**config.mk**
```make
export PLATFORM = sky130hd
export DESIGN_NAME = binary_to_decimal_ascii_core_flat
export DESIGN_NICKNAME = d
export VERILOG_FILES = /design/src/design/bdac_pkg.sv /design/src/design/bdac_stream_if.sv /design/src/design/bdac_dabble.sv /design/src/design/binary_to_decimal_ascii_core.sv /design/src/flat_wrapper.sv
export SDC_FILE = /design/constraint.sdc
export NUM_CORES = 1
export LEC_CHECK = 0
export ABC_AREA = 0
export BUFFER_PORTS_ARGS = -buffer_cell sky130_fd_sc_hd__buf_2
export CAP_MARGIN = 15
export CORE_UTILIZATION = 55
export CTS_CLUSTER_SIZE = 8
export DETAILED_ROUTE_END_ITERATION = 16
export PLACE_DENSITY = 0.77
export SYNTH_ARGS = -nofsm -noshare
export SYNTH_HDL_FRONTEND = slang
export SYNTH_SLANG_ARGS = --single-unit
```
**constraint.sdc**
```tcl
create_clock -name clk_i -period 3.4 [get_ports clk_i]
set_input_delay 0.17 -clock clk_i [delete_from_list [all_inputs] [get_ports clk_i]]
set_output_delay 0.17 -clock clk_i [all_outputs]
set_load 0.1 [all_outputs]
```
**src/design/bdac_pkg.sv**
```systemverilog
// ----------------------------------------------------------------------------
// Binary to decimal ASCII package
// Beat payload types and constants shared by the core and its parts.
// ----------------------------------------------------------------------------
package bdac_pkg;

  localparam int unsigned NUM_BITS    = 64;
  localparam int unsigned DIGITS_MAX  = 20;
  localparam int unsigned DIG_IDX_W   = $clog2(DIGITS_MAX);
  localparam int unsigned ITER_W      = $clog2(NUM_BITS);
  localparam int unsigned MAX_PAD_DEF = 32;
  localparam logic [7:0]  ASCII_ZERO  = 8'h30;
  localparam logic [7:0]  ASCII_NINE  = 8'h39;
  localparam logic [7:0]  ERR_CHAR    = 8'h00;
  localparam logic        STATUS_OK   = 1'b0;
  localparam logic        STATUS_FULL = 1'b1;

  typedef logic [3:0] digit_t;

  typedef struct packed {
    logic [63:0] number;
    logic [5:0]  pad_width;
    logic [7:0]  free_space;
  } in_beat_t;

  typedef struct packed {
    logic [7:0] char_code;
    logic       last_char;
    logic       status;
  } out_beat_t;

  // Status of the conversion unit toward the sequencer.
  typedef struct packed {
    logic                 done;
    logic [DIG_IDX_W-1:0] num_digits;
  } conv_stat_t;

endpackage

```
**src/design/bdac_stream_if.sv**
```systemverilog
// ----------------------------------------------------------------------------
// Valid/ready stream interface
// One beat moves at a rising edge where valid and ready are both high.
// ----------------------------------------------------------------------------
interface bdac_stream_if #(
  parameter type payload_t = logic
) ();

  logic     valid;
  logic     ready;
  payload_t payload;

  modport source (output valid, output payload, input ready);
  modport sink (input valid, input payload, output ready);

endinterface

```
**src/design/bdac_dabble.sv**
```systemverilog
// ----------------------------------------------------------------------------
// Binary to BCD conversion unit
// Shift-and-add-3 over one binary bit per cycle, then reports digit count.
// ----------------------------------------------------------------------------
module bdac_dabble (
  input  logic                  clk_i,
  input  logic                  rst_ni,
  input  logic                  start_i,
  input  logic [63:0]           number_i,
  output bdac_pkg::conv_stat_t  stat_o,
  output bdac_pkg::digit_t      digits_o [bdac_pkg::DIGITS_MAX]
);
  import bdac_pkg::*;

  logic [NUM_BITS-1:0] bin_q;
  digit_t              dig_q [DIGITS_MAX];
  digit_t              adj   [DIGITS_MAX];
  logic [ITER_W-1:0]   iter_q;
  logic                busy_q;
  logic                done_q;
  logic [DIG_IDX_W-1:0] nd;

  // Every digit that reached five is corrected before the shift doubles it.
  always_comb begin
    for (int i = 0; i < DIGITS_MAX; i++) begin
      adj[i] = (dig_q[i] >= 4'd5) ? dig_q[i] + 4'd3 : dig_q[i];
    end
  end

  always_ff @(posedge clk_i) begin
    if (start_i) begin
      bin_q <= number_i;
      for (int i = 0; i < DIGITS_MAX; i++) begin
        dig_q[i] <= '0;
      end
    end else if (busy_q) begin
      bin_q    <= {bin_q[NUM_BITS-2:0], 1'b0};
      dig_q[0] <= {adj[0][2:0], bin_q[NUM_BITS-1]};
      for (int i = 1; i < DIGITS_MAX; i++) begin
        dig_q[i] <= {adj[i][2:0], adj[i-1][3]};
      end
    end
  end

  always_ff @(posedge clk_i or negedge rst_ni) begin
    if (!rst_ni) begin
      busy_q <= 1'b0;
      done_q <= 1'b0;
      iter_q <= '0;
    end else begin
      done_q <= 1'b0;
      if (start_i) begin
        busy_q <= 1'b1;
        iter_q <= '0;
      end else if (busy_q) begin
        iter_q <= iter_q + 1'b1;
        if (iter_q == ITER_W'(NUM_BITS - 1)) begin
          busy_q <= 1'b0;
          done_q <= 1'b1;
        end
      end
    end
  end

  // Count of significant digits; zero still counts as one digit.
  always_comb begin
    nd = DIG_IDX_W'(1);
    for (int i = 0; i < DIGITS_MAX; i++) begin
      if (dig_q[i] != '0) nd = DIG_IDX_W'(i + 1);
    end
  end

  assign stat_o.done       = done_q;
  assign stat_o.num_digits = nd;
  assign digits_o          = dig_q;

endmodule

```
**src/design/binary_to_decimal_ascii_core.sv**
```systemverilog
// ----------------------------------------------------------------------------
// Binary to decimal ASCII core
// Turns an unsigned 64-bit value into zero-padded decimal ASCII characters.
// ----------------------------------------------------------------------------
//
//   Channel   Dir   Payload                                   Beats per item
//   in_i      in    number[63:0] pad_width[5:0] free_space    1
//   out_o     out   char_code[7:0] last_char status           1 to MAX_PAD
//
// The conversion unit works through the 64 input bits one per cycle, and
// the output register sends one character per cycle while the output is
// not stalled; an item that does not fit sends a single error beat.
// Reset is asynchronous and active low; it clears the sequencer and the
// output valid. The input is ready only while the sequencer is idle, and a
// stalled output holds the sequencer while it emits, with its beat unchanged.
module binary_to_decimal_ascii_core #(
  parameter int unsigned MaxPad = bdac_pkg::MAX_PAD_DEF
) (
  input  logic         clk_i,
  input  logic         rst_ni,
  bdac_stream_if.sink   in_i,
  bdac_stream_if.source out_o
);
  import bdac_pkg::*;

  // Character counts run up to MaxPad, which is never below the digit count.
  localparam int unsigned CntW = $clog2(MaxPad + 1);

  typedef enum logic [1:0] {
    ST_IDLE,
    ST_CONV,
    ST_CHECK,
    ST_EMIT
  } state_e;

  state_e            state_q;
  logic [CntW-1:0]   pad_q;
  logic [7:0]        room_q;
  logic [CntW-1:0]   total_q;
  logic [CntW-1:0]   ndig_q;
  logic [CntW-1:0]   rem_q;
  logic              out_valid_q;
  out_beat_t         out_beat_q;

  logic              in_fire;
  logic              out_free;
  logic              too_big;
  logic              out_load;
  logic [6:0]        pad_ext;
  logic [CntW-1:0]   pad_clamped;
  logic [CntW-1:0]   ndig_ext;
  logic [CntW-1:0]   pos;
  digit_t            sel_digit;
  conv_stat_t        conv_stat;
  digit_t            digits [DIGITS_MAX];

  assign in_i.ready = (state_q == ST_IDLE);
  assign in_fire    = in_i.valid && in_i.ready;
  assign out_free   = !out_valid_q || out_o.ready;

  // The text does not fit into the free space of the destination.
  assign too_big  = 8'(total_q) > room_q;
  // A new beat enters the output register this cycle.
  assign out_load = out_free && ((state_q == ST_EMIT) || (state_q == ST_CHECK && too_big));

  // Clamp the requested width to MaxPad.
  assign pad_ext     = {1'b0, in_i.payload.pad_width};
  assign pad_clamped = (pad_ext > 7'(MaxPad)) ? CntW'(MaxPad) : CntW'(pad_ext);

  bdac_dabble u_dabble (
    .clk_i    (clk_i),
    .rst_ni   (rst_ni),
    .start_i  (in_fire),
    .number_i (in_i.payload.number),
    .stat_o   (conv_stat),
    .digits_o (digits)
  );

  assign ndig_ext = CntW'(conv_stat.num_digits);

  // Characters count down from the most significant position; positions at
  // or above the digit count are leading pad zeros.
  assign pos       = rem_q - 1'b1;
  assign sel_digit = digits[pos[DIG_IDX_W-1:0]];

  always_ff @(posedge clk_i or negedge rst_ni) begin
    if (!rst_ni) begin
      state_q     <= ST_IDLE;
      out_valid_q <= 1'b0;
      out_beat_q  <= '0;
      pad_q       <= '0;
      room_q      <= '0;
      total_q     <= '0;
      ndig_q      <= '0;
      rem_q       <= '0;
    end else begin
      // A beat stays valid until it is taken, unless a new one replaces it.
      out_valid_q <= out_load || (out_valid_q && !out_o.ready);
      unique case (state_q)
        ST_IDLE: begin
          if (in_fire) begin
            pad_q   <= pad_clamped;
            room_q  <= in_i.payload.free_space;
            state_q <= ST_CONV;
          end
        end
        ST_CONV: begin
          if (conv_stat.done) begin
            ndig_q  <= ndig_ext;
            total_q <= (pad_q > ndig_ext) ? pad_q : ndig_ext;
            state_q <= ST_CHECK;
          end
        end
        ST_CHECK: begin
          if (too_big) begin
            // Not enough room: a single error beat and nothing else.
            if (out_free) begin
              out_beat_q.char_code <= ERR_CHAR;
              out_beat_q.last_char <= 1'b1;
              out_beat_q.status    <= STATUS_FULL;
              state_q              <= ST_IDLE;
            end
          end else begin
            rem_q   <= total_q;
            state_q <= ST_EMIT;
          end
        end
        ST_EMIT: begin
          if (out_free) begin
            out_beat_q.char_code <= (pos >= ndig_q) ? ASCII_ZERO
                                                    : ASCII_ZERO + {4'd0, sel_digit};
            out_beat_q.last_char <= (rem_q == CntW'(1));
            out_beat_q.status    <= STATUS_OK;
            rem_q                <= pos;
            if (rem_q == CntW'(1)) state_q <= ST_IDLE;
          end
        end
        default: state_q <= ST_IDLE;
      endcase
    end
  end

  assign out_o.valid   = out_valid_q;
  assign out_o.payload = out_beat_q;

endmodule

```
**src/flat_wrapper.sv**
```systemverilog
// flat-port wrapper written by rule: the top's interface ports become plain ports
module binary_to_decimal_ascii_core_flat import bdac_pkg::*;
#(
  parameter int unsigned MaxPad = bdac_pkg::MAX_PAD_DEF
)
  (clk_i, rst_ni, in_i_valid, in_i_payload, in_i_ready, out_o_valid, out_o_payload, out_o_ready);
  bdac_stream_if #(.payload_t(in_beat_t)) in_i_i ();
  bdac_stream_if #(.payload_t(out_beat_t)) out_o_i ();
  input  logic clk_i;
  input  logic rst_ni;
  input wire logic [$bits(in_i_i.valid)-1:0] in_i_valid;
  input wire logic [$bits(in_i_i.payload)-1:0] in_i_payload;
  output wire logic [$bits(in_i_i.ready)-1:0] in_i_ready;
  output wire logic [$bits(out_o_i.valid)-1:0] out_o_valid;
  output wire logic [$bits(out_o_i.payload)-1:0] out_o_payload;
  input wire logic [$bits(out_o_i.ready)-1:0] out_o_ready;
  assign in_i_i.valid = in_i_valid;
  assign in_i_i.payload = in_i_payload;
  assign in_i_ready = in_i_i.ready;
  assign out_o_valid = out_o_i.valid;
  assign out_o_payload = out_o_i.payload;
  assign out_o_i.ready = out_o_ready;
  binary_to_decimal_ascii_core #(.MaxPad(MaxPad)) u_core (.clk_i(clk_i), .rst_ni(rst_ni), .in_i(in_i_i), .out_o(out_o_i));
endmodule
```
Yosys cells after proc, flatten, opt, wreduce, memory -nomap -nowiden. Index checks and enable logic that the tools add are counted.

Reductions and logical operators: 36. $lt $le $gt $ge: 25. Equality and inequality tests: 13. Add/subtract/negate cells: 23. Bitwise operators: 1. Divide/modulo/power cells: 0. Multiplexer cells: 69. Multipliers: 0. Shift operators: 0.

Operators by type and width (number): 2-to-1 mux 64 bit (2); 2-to-1 mux 5 bit (17); 2-to-1 mux 4 bit (21); greater-or-equal comparator 4 x 3 -> 1 bit, second input constant (20); adder 4 x 2 -> 4 bit, second input constant (19); nonzero test 4 bit (19); 2-to-1 mux 6 bit (6); 2-to-1 mux 10 bit (3); binary-select mux 4 bit (select 5 bit) (1); case mux 10 bit (2 select lines) (1); 2-to-1 mux 2 bit (8); case mux 6 bit (2 select lines) (1); greater-than comparator 6 x 8 -> 1 bit (1); 2-to-1 mux 8 bit (1); inequality test 2 bit, second input constant (4); case mux 2 bit (4 select lines) (1); adder 6 x 4 -> 7 bit, first input constant (1); adder 6 x 1 -> 6 bit, second input constant (1); == test 6 x 1 -> 1 bit, second input constant (1); == test 6 bit, second input constant (1); greater-or-equal comparator 6 x 5 -> 1 bit (1); greater-or-equal comparator 6 bit, second input constant (1); greater-than comparator 6 x 5 -> 1 bit (1); greater-than comparator 6 bit, second input constant (1); other kinds (18) (34).

Memories kept: 0. Latch bits: 0. Word-level logic and storage cells: 201. Output and inout bits: 12. Memory bits (writable): 0. Memory bits (read-only): 0. Register bits after elaboration: 196. Input port bits: 82.

Depth between registers and ports, before layout. Gate-level depths: netlist (run 1).

Depth after elaboration: 22. Mapped depth: 14. Gate-level depth less buffers: 14.

Hierarchy. From an unflattened synthesis (run 1), not the netlist that was laid out.

Cells, all modules: 1037. Area, all modules: 10730.3 µm².

Modules (own cells, without submodules): bdac_dabble (cells each 768, area an instance 7885.1 µm², times used 1); binary_to_decimal_ascii_core (cells each 269, area an instance 2845.2 µm², times used 1).

Least setup slack after synthesis (run 1). OpenSTA, ideal clock, no wires.

Path type: register to register. Start: register u_core.state_q[1]. End: register u_core.u_dabble.bin_q[0], enable pin. Stages on the path, launching flop included: 6. Data arrival time: 3918 ps. Setup slack: -942 ps. Clock period less this slack: 4342 ps. Path buffers: 2. Data required time: 2976 ps. Path through: dfrtp_1 -> clkbuf_1 -> nor2_1 -> nand2_1 -> clkbuf_1 -> nand2_1.

Cells in the longest elaborated chain, start to end: 3.

Ends and longest elaborated chain: from (decl) (RTL line binary_to_decimal_ascii_core.sv:36) `state_e state_q;`; from (signal assigned) (RTL line binary_to_decimal_ascii_core.sv:88) `state_q <= ST_IDLE;`; from (signal assigned) (RTL line binary_to_decimal_ascii_core.sv:104) `state_q <= ST_CONV;`; from (signal assigned) (RTL line binary_to_decimal_ascii_core.sv:111) `state_q <= ST_CHECK;`; zero test 2 bit (RTL line binary_to_decimal_ascii_core.sv:57) `assign in_i.ready = (state_q == ST_IDLE);`; net in_i_ready (RTL line flat_wrapper.sv:13) `output wire logic [$bits(in_i_i.ready)-1:0] in_i_ready;`; logical AND 1 bit (RTL line binary_to_decimal_ascii_core.sv:58) `assign in_fire = in_i.valid && in_i.ready;`; nonzero test 2 bit (no source line); to (signal assigned) (RTL line bdac_dabble.sv:32) `bin_q <= number_i;`; to (signal assigned) (RTL line bdac_dabble.sv:37) `bin_q <= {bin_q[NUM_BITS-2:0], 1'b0};`; to (decl) (RTL line bdac_dabble.sv:15) `logic [NUM_BITS-1:0] bin_q;`.

The timed path passes the listed nets, and every way through them passes these cells. A chain may end at the register's enable or synchronous reset.

Worst setup path in the final report (run 1).
Start: register u_core.u_dabble.dig_q (netlist bit u_core.u_dabble.digits_o[4]). End: register u_core.total_q[0].

Cells in the longest elaborated chain, start to end: 5.

Ends and longest elaborated chain: from (decl) (RTL line bdac_dabble.sv:16) `digit_t dig_q [DIGITS_MAX];`; from (signal, indexed assignment) (RTL line bdac_dabble.sv:40) `dig_q[i] <= {adj[i][2:0], adj[i-1][3]};`; nonzero test 4 bit * (RTL line bdac_dabble.sv:69) `if (dig_q[i] != '0) nd = DIG_IDX_W'(i + 1);`; 2-to-1 mux 5 bit * (2 in a row) (RTL line bdac_dabble.sv:69); greater-than comparator 6 x 5 -> 1 bit (RTL line binary_to_decimal_ascii_core.sv:110) `total_q <= (pad_q > ndig_ext) ? pad_q : ndig_ext;`; 2-to-1 mux 6 bit * (RTL line binary_to_decimal_ascii_core.sv:110); to (signal assigned) (RTL line binary_to_decimal_ascii_core.sv:110); to (decl) (RTL line binary_to_decimal_ascii_core.sv:39) `logic [CntW-1:0] total_q;`.

Every way passes the cells marked *; elsewhere a longest branch is shown, timed or not.

==> results of run 1 <==
-- power by group --
part | switching (mW) | total, mW | internal [mW] | leakage (nW)
clock | 1.03 | 2.03 | 0.997 | 0.290
sequential | 0.864 | 4.40 | 3.54 | 1.90
combinational | 3.44 | 6.23 | 2.80 | 3.59
total | 5.33 | 12.7 | 7.33 | 5.78
-- worst max-delay path by stage --
| stage | depth (start not counted) | endpoint | startpoint | slack [ps] |
|---|---|---|---|---|
| finish | 14 | u_core.total_q[0]$_DFFE_PN0P_ | u_core.u_dabble.digits_o[4]$_SDFFE_PP0P_ | -20 |
| floorplan | 13 | u_core.total_q[0]$_DFFE_PN0P_ | u_core.u_dabble.digits_o[4]$_SDFFE_PP0P_ | 20 |
| global route | 14 | u_core.total_q[0]$_DFFE_PN0P_ | u_core.u_dabble.digits_o[4]$_SDFFE_PP0P_ | -170 |
| global placement | 14 | u_core.total_q[1]$_DFFE_PN0P_ | u_core.u_dabble.digits_o[4]$_SDFFE_PP0P_ | 60 |
| CTS | 14 | u_core.total_q[1]$_DFFE_PN0P_ | u_core.u_dabble.digits_o[5]$_SDFFE_PP0P_ | -30 |
| detailed placement | 15 | u_core.total_q[1]$_DFFE_PN0P_ | u_core.u_dabble.digits_o[65]$_SDFFE_PP0P_ | -20 |
-- metrics by stage --
step | setup TNS (ps) | power, mW | hold slack [ps]
global placement | 0 | 9.986 | 212.7
global route | -472.0 | 13.65 | 15.31
detailed placement | -31.05 | 10.23 | 212.9
finish | -16.71 | 12.66 | 3.655
floorplan | 0 | 8.611 | -125.6
CTS | -43.36 | 12.44 | 1.188
-- kinds of logic (layout without fill, tap and decap cells) --
| group | Yosys count | after routing | share of synthesized area |
|---|---|---|---|
| AO/OA/AOI/OAI | 201 | 201 | 0.1019 |
| XOR/XNOR | 47 | 47 | 0.03861 |
| adder cells (fa/ha/maj) | 61 | 61 | 0.07159 |
| buffers and inverters | 117 | 302 | 0.04401 |
| flip-flops | 193 | 193 | 0.4455 |
| multiplexers | 57 | 57 | 0.08415 |
| other | 1 | 3 | 0.0003517 |
| AND/OR/NAND/NOR | 523 | 523 | 0.2139 |
-- layout by cell type (no fill, tap or decap), drive strengths merged, types with 2 or more instances in the layout --
| master | count |
|---|---|
| a31oi | 4 |
| o21a | 4 |
| a21o | 3 |
| nand3 | 34 |
| inv | 74 |
| dlygate4sd3 | 66 |
| a211oi | 3 |
| o21bai | 2 |
| conb | 2 |
| mux2i | 24 |
| nor2 | 100 |
| clkinv | 5 |
| nor3 | 27 |
| o21ai | 87 |
| dfrtp | 49 |
| a21oi | 87 |
| and3 | 3 |
| nand4 | 9 |
| nand2b | 26 |
| nand2 | 291 |
| clkbuf | 17 |
| o211ai | 3 |
| or3b | 4 |
| xnor2 | 22 |
| xor2 | 25 |
| mux4 | 25 |
| nor3b | 12 |
| mux2 | 8 |
| nand3b | 6 |
| edfxtp | 64 |
| nor2b | 5 |
| o31ai | 2 |
| ha | 61 |
| buf | 139 |
| dfxtp | 80 |
-- layout make-up --
cell class,count,area [µm²]
sequential,193,4753
inverter,65,244.0
timing repair buffer,205,1493
antenna,1,2.502
clock inverter,15,172.7
fill,1375,5786
clock buffer,17,425.4
multi-input combinational,891,5629
tap,260,325.3
-- sequential cells by signal (all words and copies together) (netlist names) --
signal and count:
u_core.rem_q 6, u_core.u_dabble.iter_q 6, u_core.out_o.valid 1, u_core.u_dabble.digits_o 80, u_core.out_o.payload 7, u_core.u_dabble.bin_q 64, u_core.total_q 6, u_core.u_dabble.busy_q 1
u_core.pad_q 6, u_core.room_q 8, u_core.state_q 2, u_core.u_dabble.done_q 1, u_core.ndig_q 5
-- critical path, cell delays in order (launching register included) --
cell,delay [ps]
dfxtp_2,330
inv_2,80
ha_4,140
or3b_4,380
or4b_4,550
nor3_4,190
o21ai_2,130
ha_4,300
and4b_1,220
o21a_1,180
a2111oi_4,60
a31oi_2,190
buf_4,170
nor2_1,40
a221o_1,330
-- layer usage --
metal / vias up / part of all wire / wire (µm) / global-route usage
li1: 4426 / - / - / -
met1: 4272 / 0.43 / 10890 / 0.3372
met2: 275 / 0.50 / 12770 / 0.4541
met3: 63 / 0.044 / 1117 / 0.04110
met4: 0 / 0.032 / 821 / 0.1064
met5: - / 0 / 0 / 0
-- timing repair --
action	CTS	global route
pin swaps	10	12
hold endpoints to repair	91	0
setup buffers	6	2
resized for setup	9	22
hold buffers	66	0
endpoints found under the setup margin	3	5
cloned	0	0
==> results.md, run 1 <==
- Clk sinks: 193
- Main area contributors after synthesis: edfxtp_1 (18%), dfxtp_1 (15%), dfrtp_1 (12%)
- Max Freq: 292.7 MHz
- Unrepaired setup endpoints after global routing: yes
- Yosys warning total: 0
- Via density: 5.486
- Peak VDD IR: 0.0005081 V
- Reg-to-reg endpoint: u_core.total_q[0]$_DFFE_PN0P_
- Clock Skews: 16.39 ps
- Tightest Hold Check Type: in -> reg
- Grt ovf: 0
- Synthesized instance count: 1200
- Distinct cell type count of the synthesized netlist: 53
- WL per Instance: 15.55 µm
- Layout cells sized above 1: 0.1775
- Area leader, netlist: edfxtp_1
- Overall Global Routing Usage: 0.2657
- MaxCap Viol Count: 0
- Number of DRC markers in iteration 0: 711
- CTS max path bufs: 2
- Syn-to-layout area delta: 22.36%
- Placed Instances: 1540
- Leak: 5.780 nW
- Post-placement cell area: 0.01157 mm²
- Critical path fanouts, max: 5
- Slew @ Worst Pin: 993.3 ps
- Nets: 1516
- CTS Buf Count: 17
- Via count: 9036
- Period Utilization, post-route: 1.005
- Largest net degree at the start of global routing: 79
- Initial antenna violation count: 0
- Power Density: 970.6 mW/mm²
- Cell with the most instances after synthesis: nand2_1
- Register area share after synthesis: 0.4455
- Asr flop ratio synth: 0.2539
- Startpoint types: register
- Cell row count: 50
- Failing checks: negative setup slack
- Final WL: 25.61 mm
- Core Util, Final: 0.6928
- Hold Path Stages: 3
- Clk root buf: clkbuf_16
- CTS tree: yes
- Slew headroom: 0.3327
- FF-to-FF Start: u_core.u_dabble.digits_o[4]$_SDFFE_PP0P_
- I/O Buffers: 91
- #FFs+latches synth: 193
- Final HPWL DP: 16.07 mm
- Min Tclk post-route: 3417 ps
- Post-DRT Antenna Nets: 0
- IO Pins: 94
- Initial core utilization: 0.5662
- Top cell type's share of synthesized area: 0.1803
- Clk_lat worst skew: 450 ps
- Drt pass-1 iters: 5
- Design area: 0.01305 mm²
- Reg2Reg Depth: 14
- Place WS: -21.99 ps
- First-pass GRT wire length: 42.15 mm
- Syn Area/Cell: 8.885 µm²
- Die Y-Extent: 141.2 µm
- Final hold vios: 0
- Vias in the first global route: 8793
- R2R setup slack: -20 ps
- Endpoints failing setup: 1
- Min-Delay Endpoint: u_core.u_dabble.bin_q[39]$_DFFE_PP_
- Startpoint of the worst hold path: in_i_payload[53]
- WS Path Type: reg -> reg
- Post-Layout Cell Count: 1647
- Max Slew Vio Count: 0
- Die Area: 0.01995 mm²
- Critical path arrival: 3740 ps
- Die X: 141.2 µm
- GP Congestion: 0.8798
- Core Box Area: 0.01883 mm²
- Required @ worst endpoint: 3720 ps
- Area of the mapped netlist: 0.01066 mm²
- Number of synthesized flops with an enable pin: 64
- H-tree depth: 4
- Predominant post-synthesis flop cell: dfxtp_1
- Clk slew on worst S/H paths: 80 ps
- Critical path capture point type: register
- Post-route setup slack: -16.71 ps
- Status: finished with violations
- Leading cell types by count after synthesis: nand2_1 (291), nor2_1 (100), a21oi_1 (87), o21ai_0 (85), dfxtp_1 (80)
- Drt drc: 0
No activity file was read; power rests on OpenSTA's default activity.
==> run 2: changes to the inputs <==
--- a/config.mk
+++ b/config.mk
@@ -6,7 +6,7 @@
 export NUM_CORES = 1
 export LEC_CHECK = 0
 export ABC_AREA = 0
-export BUFFER_PORTS_ARGS = -buffer_cell sky130_fd_sc_hd__buf_2
+export BUFFER_PORTS_ARGS = -buffer_cell sky130_fd_sc_hd__buf_4
 export CAP_MARGIN = 15
 export CORE_UTILIZATION = 55
 export CTS_CLUSTER_SIZE = 8
==> results.md, run 2 (synthesis gave the netlist of run 1 again) <==
- Register area: 0.004753 mm²
- I/O Buffers: 91
- Reg-to-reg endpoint: u_core.total_q[4]$_DFFE_PN0P_
- WL per Instance: 15.63 µm
- Endpoints failing setup: 1
- Drt drc: 0
- MaxCap Viol Count: 0
- Initial antenna violation count: 1
- Critical Path End: u_core.total_q[4]$_DFFE_PN0P_
- Cell row count: 50
- Final Power: 12.71 mW
- Drt pass-1 iters: 5
- GR Util met3: 0.04382
- Crit-path cells: inv_2 > ha_4 > or3b_4 > or4b_4 > nor3_4 > o21ai_2 > ha_1 > and4b_1 > o21a_1 > a2111oi_4 > a31oi_4 > buf_6 > mux2i_2 > o21ai_1
- Syn-to-layout area delta: 24.49%
- Grt met1 use: 0.3291
- Vias in the first global route: 8582
- Overall Global Routing Usage: 0.2635
- Failing checks: negative setup slack
- Clk root buf: clkbuf_16
- GP Congestion: 0.8241
- Nets: 1528
- Final WL: 25.93 mm
- Initial core utilization: 0.5662
- Final HPWL DP: 16.22 mm
- Most frequent cells in the layout: nand2_1 (289), buf_4 (142), nor2_1 (99)
- Grt ovf: 0
- Clk_lat worst skew: 450 ps
- Switch Pwr: 5.316 mW
- Post-route setup slack: -20.65 ps
- Slew headroom: 0.3789
- Max incr delay on CP: 570 ps
- Core Box Area: 0.01883 mm²
- Via density: 5.474
- Power Density: 957.3 mW/mm²
- Startpoint types: register
- Fillers: 1353
- Die Y-Extent: 141.2 µm
- Commonest non-fill, non-tap cell in the layout: nand2_1
- Clk slew on worst S/H paths: 80 ps
- CTS max path bufs: 2
- H-tree depth: 4
- WS Path Type: reg -> reg
- Number of DRC markers in iteration 0: 637
- Place WS: -28.83 ps
- Clk pwr share: 0.159
- Status: finished with violations
- Peak VDD IR: 0.0004326 V
- Die Area: 0.01995 mm²
- CTS Buf Count: 17
- Sequential share of power: 0.346
- Largest net degree at the start of global routing: 71
- FF-to-FF Start: u_core.u_dabble.digits_o[5]$_SDFFE_PP0P_
- First-pass GRT wire length: 41.26 mm
- Post-Layout Cell Count: 1659
- R2R setup slack: -20 ps
- Critical path capture point type: register
- Required @ worst endpoint: 3710 ps
- Via count: 9081
- Max reg flops: 80
- Design area: 0.01327 mm²
- Busiest layer in global routing: met2
- Final hold vios: 0
- GR met2 Demand/Resource: 0.4508
- Die X: 141.2 µm
- Max Slew Vio Count: 0
- Gate power share: 0.495
- CP max-delay cell: or4b_4
- CTS tree: yes
- Post-DRT Antenna Nets: 0
- Slew @ Worst Pin: 930.3 ps
- Critical path arrival: 3730 ps
- Clk sinks: 193
- Period Utilization, post-route: 1.006
- Fin Hold WS: 11.75 ps
- Layout cells sized above 1: 0.1681
- Critical path fanouts, max: 5
- Clock Skews: 12.25 ps
- Int Pwr: 7.389 mW
- Leak: 5.876 nW
- Max Freq: 292.3 MHz
- Min Tclk post-route: 3421 ps
- Reg2Reg Depth: 14
- Sw Ratio: 0.4184
- Placed Instances: 1548
- IO Pins: 94
- Tightest Hold Check Type: in -> reg
- Multi-input gate area: 0.005528 mm²
- CP startpoint: u_core.u_dabble.digits_o[5]$_SDFFE_PP0P_
- Post-placement cell area: 0.01187 mm²
- Unrepaired setup endpoints after global routing: yes
## run 2: changes by cell type in the layout (fill, tap and decap cells not counted), moves of 3 or more
cell           before  now
buf_4              46  142
buf_2              91    0
nor3b_1             4   12
nor3b_2             8    0
dlygate4sd3_1      66   72
clkinv_8            4    1
ha_1               56   59
ha_4                4    1
## run 2: per-stage QoR
step	utilization	setup TNS (ps)
6_report	0.7049	-20.65
3_5_place_dp	0.6306	-28.83
5_1_grt	0.7049	-443.2
3_3_place_gp	0.6306	0
4_1_cts	0.6996	0
2_1_floorplan	-	0
## run 2: power groups by stage
stage | sequential (mW) | combinational [mW] | clock (mW)
2_1_floorplan | 4.32 | 4.30 | 0
3_3_place_gp | 4.34 | 5.78 | 0
3_5_place_dp | 4.38 | 5.97 | 0
4_1_cts | 4.34 | 6.12 | 2.04
5_1_grt | 4.51 | 7.02 | 2.12
6_report | 4.39 | 6.29 | 2.02
## run 2: what timing repair did
action	4_1_cts	5_1_grt
pin swaps	0	11
setup buffers	1	5
endpoints found under the hold margin	118	1
setup endpoints to repair	1	5
gates resized for setup	0	12
hold buffers	71	1
## run 2: layout make-up
type,count,area share
clock buffers,18,0.03233
well taps,260,0.02451
inverters,65,0.01838
flip-flops and latches,193,0.3581
repair buffers,217,0.1385
clock inverters,14,0.01150
multi-input cells,891,0.4165
diodes,1,0.0001885
## run 2: worst min path at each step
stage	cells past startpoint	startpoint	to
global placement	1	rst_ni	u_core.u_dabble.done_q$_DFF_PN0_
finish	3	in_i_payload[46]	u_core.u_dabble.bin_q[32]$_DFFE_PP_
global route	3	in_i_payload[46]	u_core.u_dabble.bin_q[32]$_DFFE_PP_
CTS	3	in_i_payload[71]	u_core.u_dabble.bin_q[57]$_DFFE_PP_
floorplan	0	rst_ni	u_core.ndig_q[0]$_DFFE_PN0P_
detailed placement	1	rst_ni	u_core.u_dabble.done_q$_DFF_PN0_
## run 2: routing by layer
| layer | part of all wire | vias to the layer above | routed length (µm) |
|---|---|---|---|
| li1 | - | 4449 | - |
| met1 | 0.43 | 4343 | 11150 |
| met2 | 0.50 | 232 | 13010 |
| met3 | 0.041 | 57 | 1066 |
| met4 | 0.027 | 0 | 706 |
| met5 | 0 | - | 0 |
## run 2: worst max-delay path, delay by kind of cell (launching register included)
| family | cells | cell delay [ps] |
|---|---|---|
| adders and majority gates | 2 | 480 |
| and+or+nand+nor | 4 | 1420 |
| AOI/OAI and AO/OA | 5 | 620 |
| buffers and inverters | 2 | 230 |
| muxes | 1 | 210 |
| DFF | 1 | 330 |
